## src/hw/rtl/mss_pkg.sv

```systemverilog
// shared types, constants and helpers of the motor step response sequencer
`default_nettype none

package mss_pkg;

  // command codes as they arrive on the input stream and as classified by the front
  typedef enum logic [1:0] {
    CMD_TICK  = 2'd0,
    CMD_START = 2'd1,
    CMD_SET   = 2'd2
  } cmd_e;

  typedef enum logic [1:0] {
    MODE_WAIT    = 2'd0,
    MODE_MANUAL  = 2'd1,
    MODE_CAPTURE = 2'd2
  } mode_e;

  typedef enum logic [1:0] {
    KIND_NONE    = 2'd0,
    KIND_CAPTURE = 2'd1,
    KIND_MANUAL  = 2'd2
  } kind_e;

  // configuration register indexes (word address)
  typedef enum logic [1:0] {
    REG_SAMPLE_PERIOD   = 2'd0,
    REG_STEP_INTERVAL   = 2'd1,
    REG_REPORT_INTERVAL = 2'd2,
    REG_RPM_PER_PULSE   = 2'd3
  } reg_e;

  localparam logic [6:0]  DUTY_MAX        = 7'd100;
  localparam logic [31:0] SAMPLE_RST      = 32'd50000;
  localparam logic [31:0] STEP_RST        = 32'd2000000;
  localparam logic [31:0] REPORT_RST      = 32'd500000;
  localparam logic [15:0] RPM_RST         = 16'd15360;

  typedef struct packed {
    logic [31:0] sample_period;
    logic [31:0] step_interval;
    logic [31:0] report_interval;
    logic [15:0] rpm_per_pulse;
  } cfg_t;

  // classified item passed from front to back
  typedef struct packed {
    cmd_e       cmd;
    logic       enc;
    logic [6:0] val;
    logic [6:0] rise;
  } item_t;

  typedef struct packed {
    logic [6:0]  duty_level;
    kind_e       kind;
    logic [31:0] elapsed;
    logic [6:0]  rec_duty;
    logic [31:0] speed;
    logic        done;
  } result_t;

  // peak step of the staircase for each step size: largest q with q * v <= 100
  typedef logic [6:0] rise_tbl_t [0:127];

  function automatic rise_tbl_t mk_rise_tbl();
    rise_tbl_t t;
    for (int v = 0; v < 128; v++) begin
      t[v] = 7'd0;
      for (int q = 0; q <= 100; q++) begin
        if (v != 0 && q * v <= 100) begin
          t[v] = 7'(q);
        end
      end
    end
    return t;
  endfunction

  localparam rise_tbl_t RISE_TBL = mk_rise_tbl();

  function automatic logic [31:0] sat_inc32(input logic [31:0] v);
    return (v == 32'hFFFF_FFFF) ? v : v + 32'd1;
  endfunction

endpackage

`default_nettype wire

```

## src/hw/rtl/mss_front.sv

```systemverilog
// front end: validates the command of an input beat and looks up the staircase peak
`default_nettype none

module mss_front (
  input  wire logic [1:0]   cmd_i,
  input  wire logic         enc_i,
  input  wire logic [7:0]   value_i,
  output mss_pkg::item_t    item_o
);
  import mss_pkg::*;

  always_comb begin
    item_o.cmd  = CMD_TICK;
    item_o.enc  = enc_i;
    item_o.val  = value_i[6:0];
    item_o.rise = 7'd0;
    case (cmd_i)
      CMD_START: begin
        if (value_i inside {[8'd1:8'd100]}) begin
          item_o.cmd  = CMD_START;
          item_o.rise = RISE_TBL[value_i[6:0]];
        end
      end
      CMD_SET: begin
        if (value_i <= {1'b0, DUTY_MAX}) begin
          item_o.cmd = CMD_SET;
        end
      end
      default: item_o.cmd = CMD_TICK;
    endcase
  end

endmodule

`default_nettype wire

```

## src/hw/rtl/mss_queue.sv

```systemverilog
// two-entry queue between the front end and the back end
`default_nettype none

module mss_queue (
  input  wire logic           clk_i,
  input  wire logic           rst_ni,
  input  wire logic           push_valid_i,
  output logic                push_ready_o,
  input  wire mss_pkg::item_t push_item_i,
  output logic                pop_valid_o,
  input  wire logic           pop_ready_i,
  output mss_pkg::item_t      pop_item_o
);
  import mss_pkg::*;

  item_t      ent_q [2];
  logic       wr_ptr_q, wr_ptr_d;
  logic       rd_ptr_q, rd_ptr_d;
  logic [1:0] cnt_q, cnt_d;
  logic       push, pop;

  assign push_ready_o = (cnt_q != 2'd2);
  assign pop_valid_o  = (cnt_q != 2'd0);
  assign pop_item_o   = ent_q[rd_ptr_q];
  assign push         = push_valid_i && push_ready_o;
  assign pop          = pop_valid_o && pop_ready_i;

  always_comb begin
    wr_ptr_d = push ? ~wr_ptr_q : wr_ptr_q;
    rd_ptr_d = pop ? ~rd_ptr_q : rd_ptr_q;
    cnt_d    = cnt_q + {1'b0, push} - {1'b0, pop};
  end

  always_ff @(posedge clk_i or negedge rst_ni) begin
    if (!rst_ni) begin
      wr_ptr_q <= 1'b0;
      rd_ptr_q <= 1'b0;
      cnt_q    <= 2'd0;
    end else begin
      wr_ptr_q <= wr_ptr_d;
      rd_ptr_q <= rd_ptr_d;
      cnt_q    <= cnt_d;
    end
  end

  always_ff @(posedge clk_i) begin
    if (push) begin
      ent_q[wr_ptr_q] <= push_item_i;
    end
  end

endmodule

`default_nettype wire

```

## src/hw/rtl/mss_back.sv

```systemverilog
// back end: pulse counting, timers, mode and staircase, then the speed multiplier
`default_nettype none

module mss_back #(
  parameter int unsigned PULSE_COUNT_BITS = 16
) (
  input  wire logic           clk_i,
  input  wire logic           rst_ni,
  input  wire mss_pkg::cfg_t  cfg_i,
  input  wire logic           item_valid_i,
  output logic                item_ready_o,
  input  wire mss_pkg::item_t item_i,
  output logic                res_valid_o,
  input  wire logic           res_ready_i,
  output mss_pkg::result_t    res_o
);
  import mss_pkg::*;

  localparam int unsigned PCB    = PULSE_COUNT_BITS;
  localparam int unsigned PROD_W = PCB + 16;
  localparam logic [PCB-1:0] PC_MAX = {PCB{1'b1}};

  // architectural state
  logic           prev_q, prev_d;
  logic [PCB-1:0] pc_q, pc_d;
  mode_e          mode_q, mode_d;
  logic [31:0]    st_q, st_d, stp_q, stp_d, rt_q, rt_d, el_q, el_d;
  logic [7:0]     idx_q, idx_d, total_q, total_d;
  logic [6:0]     size_q, size_d, rise_q, rise_d, duty_q, duty_d;

  // stage a: record fields and pulse snapshot; stage b: output register
  logic           a_valid_q, b_valid_q;
  result_t        a_res_q, b_res_q, b_res_d;
  logic [PCB-1:0] a_pc_q;

  logic           a_ready, b_ready, pop;
  logic           is_start, is_set, inc, sample_due, step_due, step_end;
  logic [PCB-1:0] pc1, snap;
  mode_e          mode1;
  logic [31:0]    st1, stp1, rt1, el1, rec_el;
  logic [7:0]     idx1, idx2, total1, mul_a;
  logic [6:0]     size1, rise1, duty1, rec_duty;
  logic [14:0]    step_prod;
  kind_e          kind;
  logic [PROD_W-1:0] prod;
  logic [PCB+32:0]   prod_ext;

  assign b_ready      = !b_valid_q || res_ready_i;
  assign a_ready      = !a_valid_q || b_ready;
  assign item_ready_o = a_ready;
  assign pop          = item_valid_i && a_ready;

  // datapath of one tick
  always_comb begin
    is_start = (item_i.cmd == CMD_START);
    is_set   = (item_i.cmd == CMD_SET);
    inc      = item_i.enc && !prev_q && (pc_q != PC_MAX);
    prev_d   = item_i.enc;
    pc1      = is_start ? '0 : pc_q + PCB'(inc);
    st1      = is_start ? 32'd0 : sat_inc32(st_q);
    stp1     = is_start ? 32'd0 : sat_inc32(stp_q);
    rt1      = is_set ? 32'd0 : sat_inc32(rt_q);
    mode1    = is_start ? MODE_CAPTURE : (is_set ? MODE_MANUAL : mode_q);
    el1      = is_start ? 32'd0 : ((mode1 == MODE_CAPTURE) ? sat_inc32(el_q) : el_q);
    duty1    = is_start ? 7'd0 : (is_set ? item_i.val : duty_q);
    idx1     = is_start ? 8'd0 : idx_q;
    size1    = is_start ? item_i.val : size_q;
    rise1    = is_start ? item_i.rise : rise_q;
    total1   = is_start ? {item_i.rise, 1'b1} : total_q;

    // speed sample
    sample_due = (st1 >= cfg_i.sample_period);
    pc_d     = pc1;
    st_d     = st1;
    rt_d     = rt1;
    kind     = KIND_NONE;
    rec_el   = 32'd0;
    rec_duty = 7'd0;
    snap     = '0;
    if (sample_due) begin
      pc_d = '0;
      st_d = 32'd0;
      if (mode1 == MODE_CAPTURE) begin
        kind     = KIND_CAPTURE;
        rec_el   = el1;
        rec_duty = duty1;
        snap     = pc1;
      end else if (mode1 == MODE_MANUAL && rt1 >= cfg_i.report_interval) begin
        kind     = KIND_MANUAL;
        rec_duty = duty1;
        snap     = pc1;
        rt_d     = 32'd0;
      end
    end

    // staircase step, after the sample
    step_due  = (mode1 == MODE_CAPTURE) && (stp1 >= cfg_i.step_interval);
    idx2      = idx1 + 8'd1;
    mul_a     = (idx2 <= {1'b0, rise1}) ? idx2 : total1 - idx2;
    step_prod = mul_a * size1;
    stp_d     = stp1;
    idx_d     = idx1;
    duty_d    = duty1;
    step_end  = 1'b0;
    if (step_due) begin
      idx_d = idx2;
      if (idx2 < total1) begin
        duty_d = (step_prod > 15'(DUTY_MAX)) ? DUTY_MAX : step_prod[6:0];
        stp_d  = 32'd0;
      end else begin
        duty_d   = 7'd0;
        step_end = 1'b1;
      end
    end
    el_d    = el1;
    size_d  = size1;
    rise_d  = rise1;
    total_d = total1;
  end

  // next mode
  always_comb begin
    mode_d = step_end ? MODE_WAIT : mode1;
  end

  always_ff @(posedge clk_i or negedge rst_ni) begin
    if (!rst_ni) begin
      prev_q  <= 1'b0;
      pc_q    <= '0;
      mode_q  <= MODE_WAIT;
      st_q    <= 32'd0;
      stp_q   <= 32'd0;
      rt_q    <= 32'd0;
      el_q    <= 32'd0;
      idx_q   <= 8'd0;
      size_q  <= 7'd0;
      rise_q  <= 7'd0;
      total_q <= 8'd0;
      duty_q  <= 7'd0;
    end else if (pop) begin
      prev_q  <= prev_d;
      pc_q    <= pc_d;
      mode_q  <= mode_d;
      st_q    <= st_d;
      stp_q   <= stp_d;
      rt_q    <= rt_d;
      el_q    <= el_d;
      idx_q   <= idx_d;
      size_q  <= size_d;
      rise_q  <= rise_d;
      total_q <= total_d;
      duty_q  <= duty_d;
    end
  end

  always_ff @(posedge clk_i or negedge rst_ni) begin
    if (!rst_ni) begin
      a_valid_q <= 1'b0;
      b_valid_q <= 1'b0;
    end else begin
      if (a_ready) begin
        a_valid_q <= pop;
      end
      if (b_ready) begin
        b_valid_q <= a_valid_q;
      end
    end
  end

  always_ff @(posedge clk_i) begin
    if (pop) begin
      a_res_q.duty_level <= duty_d;
      a_res_q.kind       <= kind;
      a_res_q.elapsed    <= rec_el;
      a_res_q.rec_duty   <= rec_duty;
      a_res_q.speed      <= 32'd0;
      a_res_q.done       <= step_end;
      a_pc_q             <= snap;
    end
  end

  // speed = pulses * rpm factor, saturated to 32 bits
  assign prod     = PROD_W'(a_pc_q) * PROD_W'(cfg_i.rpm_per_pulse);
  assign prod_ext = (PCB + 33)'(prod);

  always_comb begin
    b_res_d       = a_res_q;
    b_res_d.speed = (|prod_ext[PCB+32:32]) ? 32'hFFFF_FFFF : prod_ext[31:0];
  end

  always_ff @(posedge clk_i) begin
    if (b_ready && a_valid_q) begin
      b_res_q <= b_res_d;
    end
  end

  assign res_valid_o = b_valid_q;
  assign res_o       = b_res_q;

  a_duty_range: assert property (@(posedge clk_i) disable iff (!rst_ni)
    duty_q <= DUTY_MAX)
    else $error("duty above full scale");

  a_done_duty_zero: assert property (@(posedge clk_i) disable iff (!rst_ni)
    (a_valid_q && a_res_q.done) |-> (a_res_q.duty_level == 7'd0))
    else $error("capture done with nonzero duty");

  a_done_to_wait: assert property (@(posedge clk_i) disable iff (!rst_ni)
    (pop && step_end) |=> (mode_q == MODE_WAIT))
    else $error("staircase end did not return to wait");

  a_manual_no_elapsed: assert property (@(posedge clk_i) disable iff (!rst_ni)
    (a_valid_q && a_res_q.kind == KIND_MANUAL) |-> (a_res_q.elapsed == 32'd0))
    else $error("manual report carries elapsed time");

endmodule

`default_nettype wire

```

## src/hw/rtl/motor_step_response_sequencer.sv

```systemverilog
// top level of the motor step response sequencer: register file, front, queue, back
//
// channel   dir  beat contents (low bit first)
// s_axis    in   tdata: encoder_level, value; tuser: command
// m_axis    out  tdata: duty_level, elapsed_ticks, record_duty, speed_rpm_q8;
//                tuser: record_kind; tlast: capture_done
// apb       in   registers sample_period, step_interval, report_interval, rpm_per_pulse
//
// one input beat per cycle sustained while the output is not stalled, one result beat per input beat
// a beat passes the queue write, then the state update, then the speed multiply, each registered
// the state update of the back end sets the rate
// rst_ni clears all control state asynchronously; registers return to defaults
// a stalled output backs up through both back-end stages, then the two-entry
// queue takes two more beats before s_axis_tready drops
`default_nettype none

module motor_step_response_sequencer #(
  parameter int unsigned PULSE_COUNT_BITS = 16
) (
  input  wire logic        clk_i,
  input  wire logic        rst_ni,
  // input stream
  input  wire logic        s_axis_tvalid,
  output logic             s_axis_tready,
  input  wire logic [15:0] s_axis_tdata,   // [0] encoder_level, [8:1] value
  input  wire logic [1:0]  s_axis_tuser,   // [1:0] command
  // result stream
  output logic             m_axis_tvalid,
  input  wire logic        m_axis_tready,
  output logic [79:0]      m_axis_tdata,   // [6:0] duty_level, [38:7] elapsed_ticks,
                                           // [45:39] record_duty, [77:46] speed_rpm_q8
  output logic [1:0]       m_axis_tuser,   // [1:0] record_kind
  output logic             m_axis_tlast,   // capture_done
  // configuration
  input  wire logic        psel,
  input  wire logic        penable,
  input  wire logic        pwrite,
  input  wire logic [3:0]  paddr,
  input  wire logic [31:0] pwdata,
  output logic [31:0]      prdata,
  output logic             pready
);
  import mss_pkg::*;

  cfg_t    cfg_q;
  item_t   front_item, back_item;
  logic    back_valid, back_ready;
  result_t res;
  logic    cfg_wr;
  reg_e    reg_sel;

  // register file
  assign pready  = 1'b1;
  assign cfg_wr  = psel && penable && pwrite && pready;
  assign reg_sel = reg_e'(paddr[3:2]);

  always_ff @(posedge clk_i or negedge rst_ni) begin
    if (!rst_ni) begin
      cfg_q.sample_period   <= SAMPLE_RST;
      cfg_q.step_interval   <= STEP_RST;
      cfg_q.report_interval <= REPORT_RST;
      cfg_q.rpm_per_pulse   <= RPM_RST;
    end else if (cfg_wr) begin
      case (reg_sel)
        REG_SAMPLE_PERIOD:   cfg_q.sample_period   <= pwdata;
        REG_STEP_INTERVAL:   cfg_q.step_interval   <= pwdata;
        REG_REPORT_INTERVAL: cfg_q.report_interval <= pwdata;
        REG_RPM_PER_PULSE:   cfg_q.rpm_per_pulse   <= pwdata[15:0];
        default: ;
      endcase
    end
  end

  always_comb begin
    case (reg_sel)
      REG_SAMPLE_PERIOD:   prdata = cfg_q.sample_period;
      REG_STEP_INTERVAL:   prdata = cfg_q.step_interval;
      REG_REPORT_INTERVAL: prdata = cfg_q.report_interval;
      REG_RPM_PER_PULSE:   prdata = {16'd0, cfg_q.rpm_per_pulse};
      default:             prdata = 32'd0;
    endcase
  end

  // classify each input beat
  mss_front u_front (
    .cmd_i   (s_axis_tuser),
    .enc_i   (s_axis_tdata[0]),
    .value_i (s_axis_tdata[8:1]),
    .item_o  (front_item)
  );

  // decouple input acceptance from execution
  mss_queue u_queue (
    .clk_i        (clk_i),
    .rst_ni       (rst_ni),
    .push_valid_i (s_axis_tvalid),
    .push_ready_o (s_axis_tready),
    .push_item_i  (front_item),
    .pop_valid_o  (back_valid),
    .pop_ready_i  (back_ready),
    .pop_item_o   (back_item)
  );

  // tick execution and speed computation
  mss_back #(
    .PULSE_COUNT_BITS (PULSE_COUNT_BITS)
  ) u_back (
    .clk_i        (clk_i),
    .rst_ni       (rst_ni),
    .cfg_i        (cfg_q),
    .item_valid_i (back_valid),
    .item_ready_o (back_ready),
    .item_i       (back_item),
    .res_valid_o  (m_axis_tvalid),
    .res_ready_i  (m_axis_tready),
    .res_o        (res)
  );

  assign m_axis_tdata = {2'b00, res.speed, res.rec_duty, res.elapsed, res.duty_level};
  assign m_axis_tuser = res.kind;
  assign m_axis_tlast = res.done;

endmodule

`default_nettype wire

```

## config.mk

```make
export PLATFORM = sky130hd
export DESIGN_NAME = motor_step_response_sequencer
export DESIGN_NICKNAME = d
export VERILOG_FILES = /design/src/hw/rtl/mss_pkg.sv /design/src/hw/rtl/mss_front.sv /design/src/hw/rtl/mss_queue.sv /design/src/hw/rtl/mss_back.sv /design/src/hw/rtl/motor_step_response_sequencer.sv
export SDC_FILE = /design/constraint.sdc
export NUM_CORES = 2
export LEC_CHECK = 0
export BUFFER_PORTS_ARGS = -buffer_cell sky130_fd_sc_hd__buf_2
export CAP_MARGIN = 20
export CORE_UTILIZATION = 63
export DETAILED_ROUTE_END_ITERATION = 16
export MAX_ROUTING_LAYER = met4
export PLACE_DENSITY = 0.92
export SKIP_CTS_REPAIR_TIMING = 1
export SLEW_MARGIN = 0
export SYNTH_ARGS = -nofsm -noshare
export SYNTH_HDL_FRONTEND = slang
export SYNTH_SLANG_ARGS = --single-unit
```

## constraint.sdc

```tcl
create_clock -name clk_i -period 9.95 [get_ports clk_i]
set_input_delay 0.995 -clock clk_i [delete_from_list [all_inputs] [get_ports clk_i]]
set_output_delay 0.995 -clock clk_i [all_outputs]
set_load 0.03 [all_outputs]
```

# Yosys cells after proc, flatten, opt, wreduce, memory -nomap -nowiden
# Memories as Yosys holds them, arrays and structs flattened.
# Cells that the tools add are included.
# classes
addsub	9
n_mul	2
order_cmp	9
eq_ne	15
mux	49
n_bitwise	4
n_reduce_logical	23
# ops
op	count
32-bit two-way mux	15
32-bit by 1-bit adder with 32-bit output (second input constant)	4
32-bit == test (second input constant)	4
32-bit one-hot mux with 4 select lines	1
32-bit greater-or-equal comparator	3
7-bit two-way mux	13
16-bit two-way mux	4
16-bit by 16-bit multiplier with 32-bit output	1
8-bit two-way mux	4
16-bit by 1-bit adder with 16-bit output	1
16-bit != test (second input constant)	1
15-bit by 7-bit greater-than comparator with 1-bit output (second input constant)	1
8-bit by 7-bit multiplier with 15-bit output	1
2-bit == test (second input constant)	5
1-bit logical AND	10
2-bit two-way mux	5
2-bit AND reduction	5
8-bit by 1-bit adder with 8-bit output (second input constant)	1
2-bit by 1-bit == test with 1-bit output (second input constant)	4
8-bit by 1-bit greater-or-equal comparator with 1-bit output (second input constant)	1
8-bit greater-or-equal comparator (second input constant)	1
8-bit by 7-bit <= comparator with 1-bit output	1
8-bit by 7-bit <= comparator with 1-bit output (second input constant)	1
8-bit < comparator	1
13 further kinds	23
# totals
register_bits	448
ram_bits	34
rom_bits	896
out_inout_bits	118
memories	2
# memory_table
name	words	width	rd	rd_clocked_by_memory_dff	wr	line	rtl
(name not given)	128	7	1	0	0	mss_front.sv:21	item_o.rise = RISE_TBL[value_i[6:0]];
u_queue.ent_q	2	17	1	0	1	mss_queue.sv:16	item_t ent_q [2];

# Logic depth before layout (Yosys ltp)
# An unclocked memory read counts as a cell.
# logic_depth
word_depth	11
depth_mapped	34
mapped_depth_nobuf	31

# By module
# A second synthesis with hierarchy kept.
# unflattened
cells_unflattened	3638
area_unflattened_um2	36246.0
# by_module_without_submodules
module	n_inst	cells_per_inst	area_each_um2	seq_area_each_um2
mss_back	1	3174	29144.2	9038.7
motor_step_response_sequencer	1	323	5078.6	2832.7
mss_queue	1	75	1457.6	1121.1
mss_front	1	66	565.5	0.0

# Least setup slack after synthesis
# No wires, ideal clock.
# synth_path
path_kind	reg-to-reg
startpoint	reg u_queue.rd_ptr_q
endpoint	reg u_back.duty_q[0]
setup_ns	0.105
t_arrival_ns	8.094
required_time_ns	9.845
setup_slack_ns	1.751
path_stages_with_launch	29
path_buffers	3
period_less_slack_ns	8.199
path_cell_list	dfrtp_1 or3b_1 nand2_2 clkbuf_1 clkbuf_1 clkbuf_1 o21ai_0 ha_1 a21oi_1 o21ai_0 nor4_1 o2bb2ai_2 mux2_2 or2_2 fa_1 fa_1 inv_1 fa_1 inv_1 fa_1 inv_1 ha_1 or3_1 o32a_1 a221o_1 a211oi_1 o2111ai_4 or3_1 a31oi_1
# synth_via
elab_chain_len	11
elab_cells_between_ends	25
# synth_rtl
element	line	rtl
from (decl)	mss_queue.sv:18	logic rd_ptr_q, rd_ptr_d;
from (signal assigned)	mss_queue.sv:41	rd_ptr_q <= rd_ptr_d;
memory 2 x 17 bit (*)	-	
2-bit by 1-bit == test with 1-bit output	mss_back.sv:55	is_start = (item_i.cmd == CMD_START);
8-bit two-way mux	mss_back.sv:66	idx1 = is_start ? 8'd0 : idx_q;
8-bit by 1-bit adder with 8-bit output	mss_back.sv:98	idx2 = idx1 + 8'd1;
8-bit subtractor / 8-bit by 7-bit <= comparator with 1-bit output (equally long branches)	mss_back.sv:99	mul_a = (idx2 <= {1'b0, rise1}) ? idx2 : total1 - idx2;
8-bit two-way mux	mss_back.sv:99	
8-bit by 7-bit multiplier with 15-bit output	mss_back.sv:100	step_prod = mul_a * size1;
15-bit by 7-bit greater-than comparator with 1-bit output	mss_back.sv:108	duty_d = (step_prod > 15'(DUTY_MAX)) ? DUTY_MAX : step_prod[6:0];
7-bit two-way mux	mss_back.sv:108	
7-bit two-way mux	mss_back.sv:107	if (idx2 < total1) begin
7-bit two-way mux (*)	mss_back.sv:105	if (step_due) begin
to (signal assigned)	mss_back.sv:152	duty_q <= duty_d;
to (decl)	mss_back.sv:29	logic [6:0] size_q, size_d, rise_q, rise_d, duty_q, duty_d;
# Every way passes the cells marked *; elsewhere a longest branch is shown, timed or not.
# A chain may end at the register's enable or synchronous reset.

# Final worst setup path
# layout_path
startpoint	mem u_queue.ent_q[0][16] (netlist bit)
endpoint	reg u_back.duty_q[0]
# layout_via
elab_chain_len	11
elab_cells_between_ends	25
# layout_rtl
element	line
from (decl)	mss_queue.sv:16
memory 2 x 17 bit (*)	-
2-bit by 1-bit == test with 1-bit output	mss_back.sv:55
8-bit two-way mux	mss_back.sv:66
8-bit by 1-bit adder with 8-bit output	mss_back.sv:98
8-bit subtractor / 8-bit by 7-bit <= comparator with 1-bit output (equally long branches)	mss_back.sv:99
8-bit two-way mux	mss_back.sv:99
8-bit by 7-bit multiplier with 15-bit output	mss_back.sv:100
15-bit by 7-bit greater-than comparator with 1-bit output	mss_back.sv:108
7-bit two-way mux	mss_back.sv:108
7-bit two-way mux	mss_back.sv:107
7-bit two-way mux (*)	mss_back.sv:105
# Marked as above.

==> qor.yml <==
sta:
  rsz0062_at_grt: "no"
  tns_ns: 0
  fmax_mhz: 116
  timing.final.crit_share: 0.863
  setup_viol: 0
  layout_min_cycle_time_ns: 8.59
  drv_slew: 0
  slew-limit-headroom: 0.222
  hold_violations: 0
  final.setup.worst_slack_ns: 1.36
  clock_skew_ns: 0.0212
  worst_slew_pin_slew_ns: 1.16
setup_path:
  cpPeakStageDelay_ns: 0.58
  cp.arrival_ns: 9.11
  startpoint_type: "flop"
  crit_type: "flop to flop"
  timing.rr.start: "u_queue.ent_q[0][16]"
  r2r_slack_ns: 1.36
  required_ns: 10.48
  ff2ff_path_depth: 28
  crit_path_top_delay_cell: "fa_1"
  cp_max_fo: 10
  r2r_end: "u_back.duty_q[0]"
  cp_common_cell: "fa_1"
  endpoint_kind: "flop"
run_status:
  status: "completed"
detailed_routing:
  drt_iter0_drc: 2990
  dr.pass1.iters: 8
  vias: 28800
  wl_per_cell_um: 19.4
  routed_wl_mm: 90.0
  ant_nets: 0
  route.detailed.drc: 0
  drt-vias-per-instance: 6.22
cells_and_area:
  area_delta_synth_final_pct: 8.75
  fill_cells: 3831
  num-nets-final: 4373
  multiInputGateArea_um2: 21000
  final_layout_size_suffix_gt1_frac: 0.115
  fin_cells: 4629
  regArea_um2: 13000
synth:
  synth_seq_cells: 482
  synthesis.instances: 3743
  yosys_warnings: 0
  synth_area_per_cell_um2: 9.66
  synth_edf_count: 180
  synth_top_area_share: 0.192
  yosys_most_used_dff: "dfrtp_1"
  ys_seq_area_frac: 0.359
  yosysTopAreaCell: "dfrtp_1"
  synth_most_common_cell: "nand2_1"
  ys_types: 97
  synth_area_um2: 36200
  synthArstFlopShare: 0.627
  synthTopCellsByCount: "nand2_1, inv_1, nor2_1"
  yosys-top-cells-area: "dfrtp_1, edfxtp_1, fa_1"
floorplanning:
  start_util: 0.640
  die_width_um: 242
  core-area_um2: 56500
  ios: 179
  die_h_um: 242
  die_area_um2: 58400
  placementRows: 87
place:
  port_buffers: 166
  dp.cells: 4526
  gp_routability_congestion: 0.939
  dp_slack_ns: 1.42
  hpwlAfterDp_mm: 64.2
cts:
  cts_buffers: 52
  clkLatencyLatePin_ns: 0.62
  cts.sinks: 482
  root_buffer: "clkbuf_16"
  cts_tree: "done"
  clock_path_buffers: 3
  clk_pin_slew_worst_paths_ns: 0.06
  htreeDepth: 2
worst_hold_path:
  min_path_type: "input port to asynchronous set/reset pin"
global_routing:
  grt_pass1_vias: 28800
  grt_pass1_wl_mm: 147
  grt_overflow: 0
  grt_max_degree: 172
  grt_usage: 0.319
  grt_antenna_before_repair: 5
run:
  drv_cap: 0
==> layout make-up <==
| type | instances | share of cell area |
|---|---|---|
| multi-input combinational | 2705 | 0.535 |
| sequential | 482 | 0.330 |
| clock buffer | 73 | 0.0382 |
| inverter | 387 | 0.0370 |
| timing repair buffer | 197 | 0.0284 |
| tap | 756 | 0.0241 |
| clock inverter | 24 | 0.00675 |
| antenna | 5 | 0.000318 |
==> per-stage QoR <==
step	hold slack [ns]	util	cell area [um^2]
finish	0.371	0.696	39300
global route	0.412	0.696	39300
CTS	0.379	0.695	39300
detailed placement	0.405	0.664	37500
global placement	0.402	0.664	37500
floorplan	0.400	-	36200
==> flip-flops by register name, indices dropped and copies added, names as in the netlist, 32 cells and up <==
name	cells
u_back.rt_q	32
u_back.res_o	81
u_back.el_q	32
u_queue.ent_q	34
u_back.stp_q	32
cfg_q	112
u_back.st_q	32
u_back.a_res_q	49
==> placed cells by master, fill, tap and decap left out, types with 12 or more instances in the layout <==
master / n
dfrtp_1: 278
edfxtp_1: 180
nand2_1: 499
or2_2: 22
nand2b_1: 19
mux2_2: 56
nor4_1: 13
buf_2: 165
mux2i_1: 44
o21ai_1: 12
nand3_1: 90
a22o_1: 40
o41ai_1: 33
dfstp_2: 24
nand4_1: 55
nor3_1: 49
xor2_1: 77
and2_1: 105
or3_1: 35
o31ai_1: 41
mux4_2: 18
o211ai_1: 16
inv_1: 386
clkbuf_16: 53
o21ai_0: 213
and4_1: 14
nor2_1: 277
a21o_1: 50
buf_4: 28
xnor2_1: 80
o21a_1: 27
a21oi_1: 108
nor2b_1: 27
ha_1: 263
and3_1: 32
a31oi_1: 19
a211oi_1: 18
fa_1: 224
==> worst max path at each step <==
stage | startpoint | endpoint | cells after the start
detailed placement | u_queue.ent_q[0][16] | u_back.duty_q[0] | 28
global route | u_queue.ent_q[0][16] | u_back.duty_q[3] | 28
finish | u_queue.ent_q[0][16] | u_back.duty_q[0] | 28
CTS | u_queue.ent_q[0][16] | u_back.duty_q[0] | 28
global placement | u_queue.ent_q[0][16] | u_back.duty_q[0] | 28
floorplan | u_queue.rd_ptr_q | u_back.duty_q[0] | 28
==> cell families (layout without fill, tap and decap cells) <==
kind of cell / after synthesis / in the layout / synth area share
mux: 119 / 119 / 0.0412
xor+xnor: 157 / 157 / 0.0380
buf+inv: 557 / 681 / 0.0600
other cells: 2 / 8 / 0.000208
simple gates: 1287 / 1287 / 0.168
flops: 482 / 482 / 0.359
compound gates: 652 / 652 / 0.118
fa+ha+maj: 487 / 487 / 0.215
==> per-layer routing <==
metal	wire length, um	up-vias	part of all wire	global-route usage
li1	-	13000	-	-
met1	34800	14000	0.39	0.395
met2	42800	1487	0.48	0.499
met3	7650	358	0.085	0.0653
met4	4770	0	0.053	0.163
met5	0	-	0	-
==> worst max-delay path, delay by kind of cell (launching register included) <==
kind,cells,cell delay (ns)
and+or+nand+nor,10,2.68
adders and majority gates,7,3.03
AOI/OAI and AO/OA,8,2.18
DFF,1,0.44
buffers and inverters,2,0.09
xor gates and xnor gates,1,0.07
Power is not shown: default switching activity piles up to over one toggle a cycle in this logic, so the estimate is an artifact.
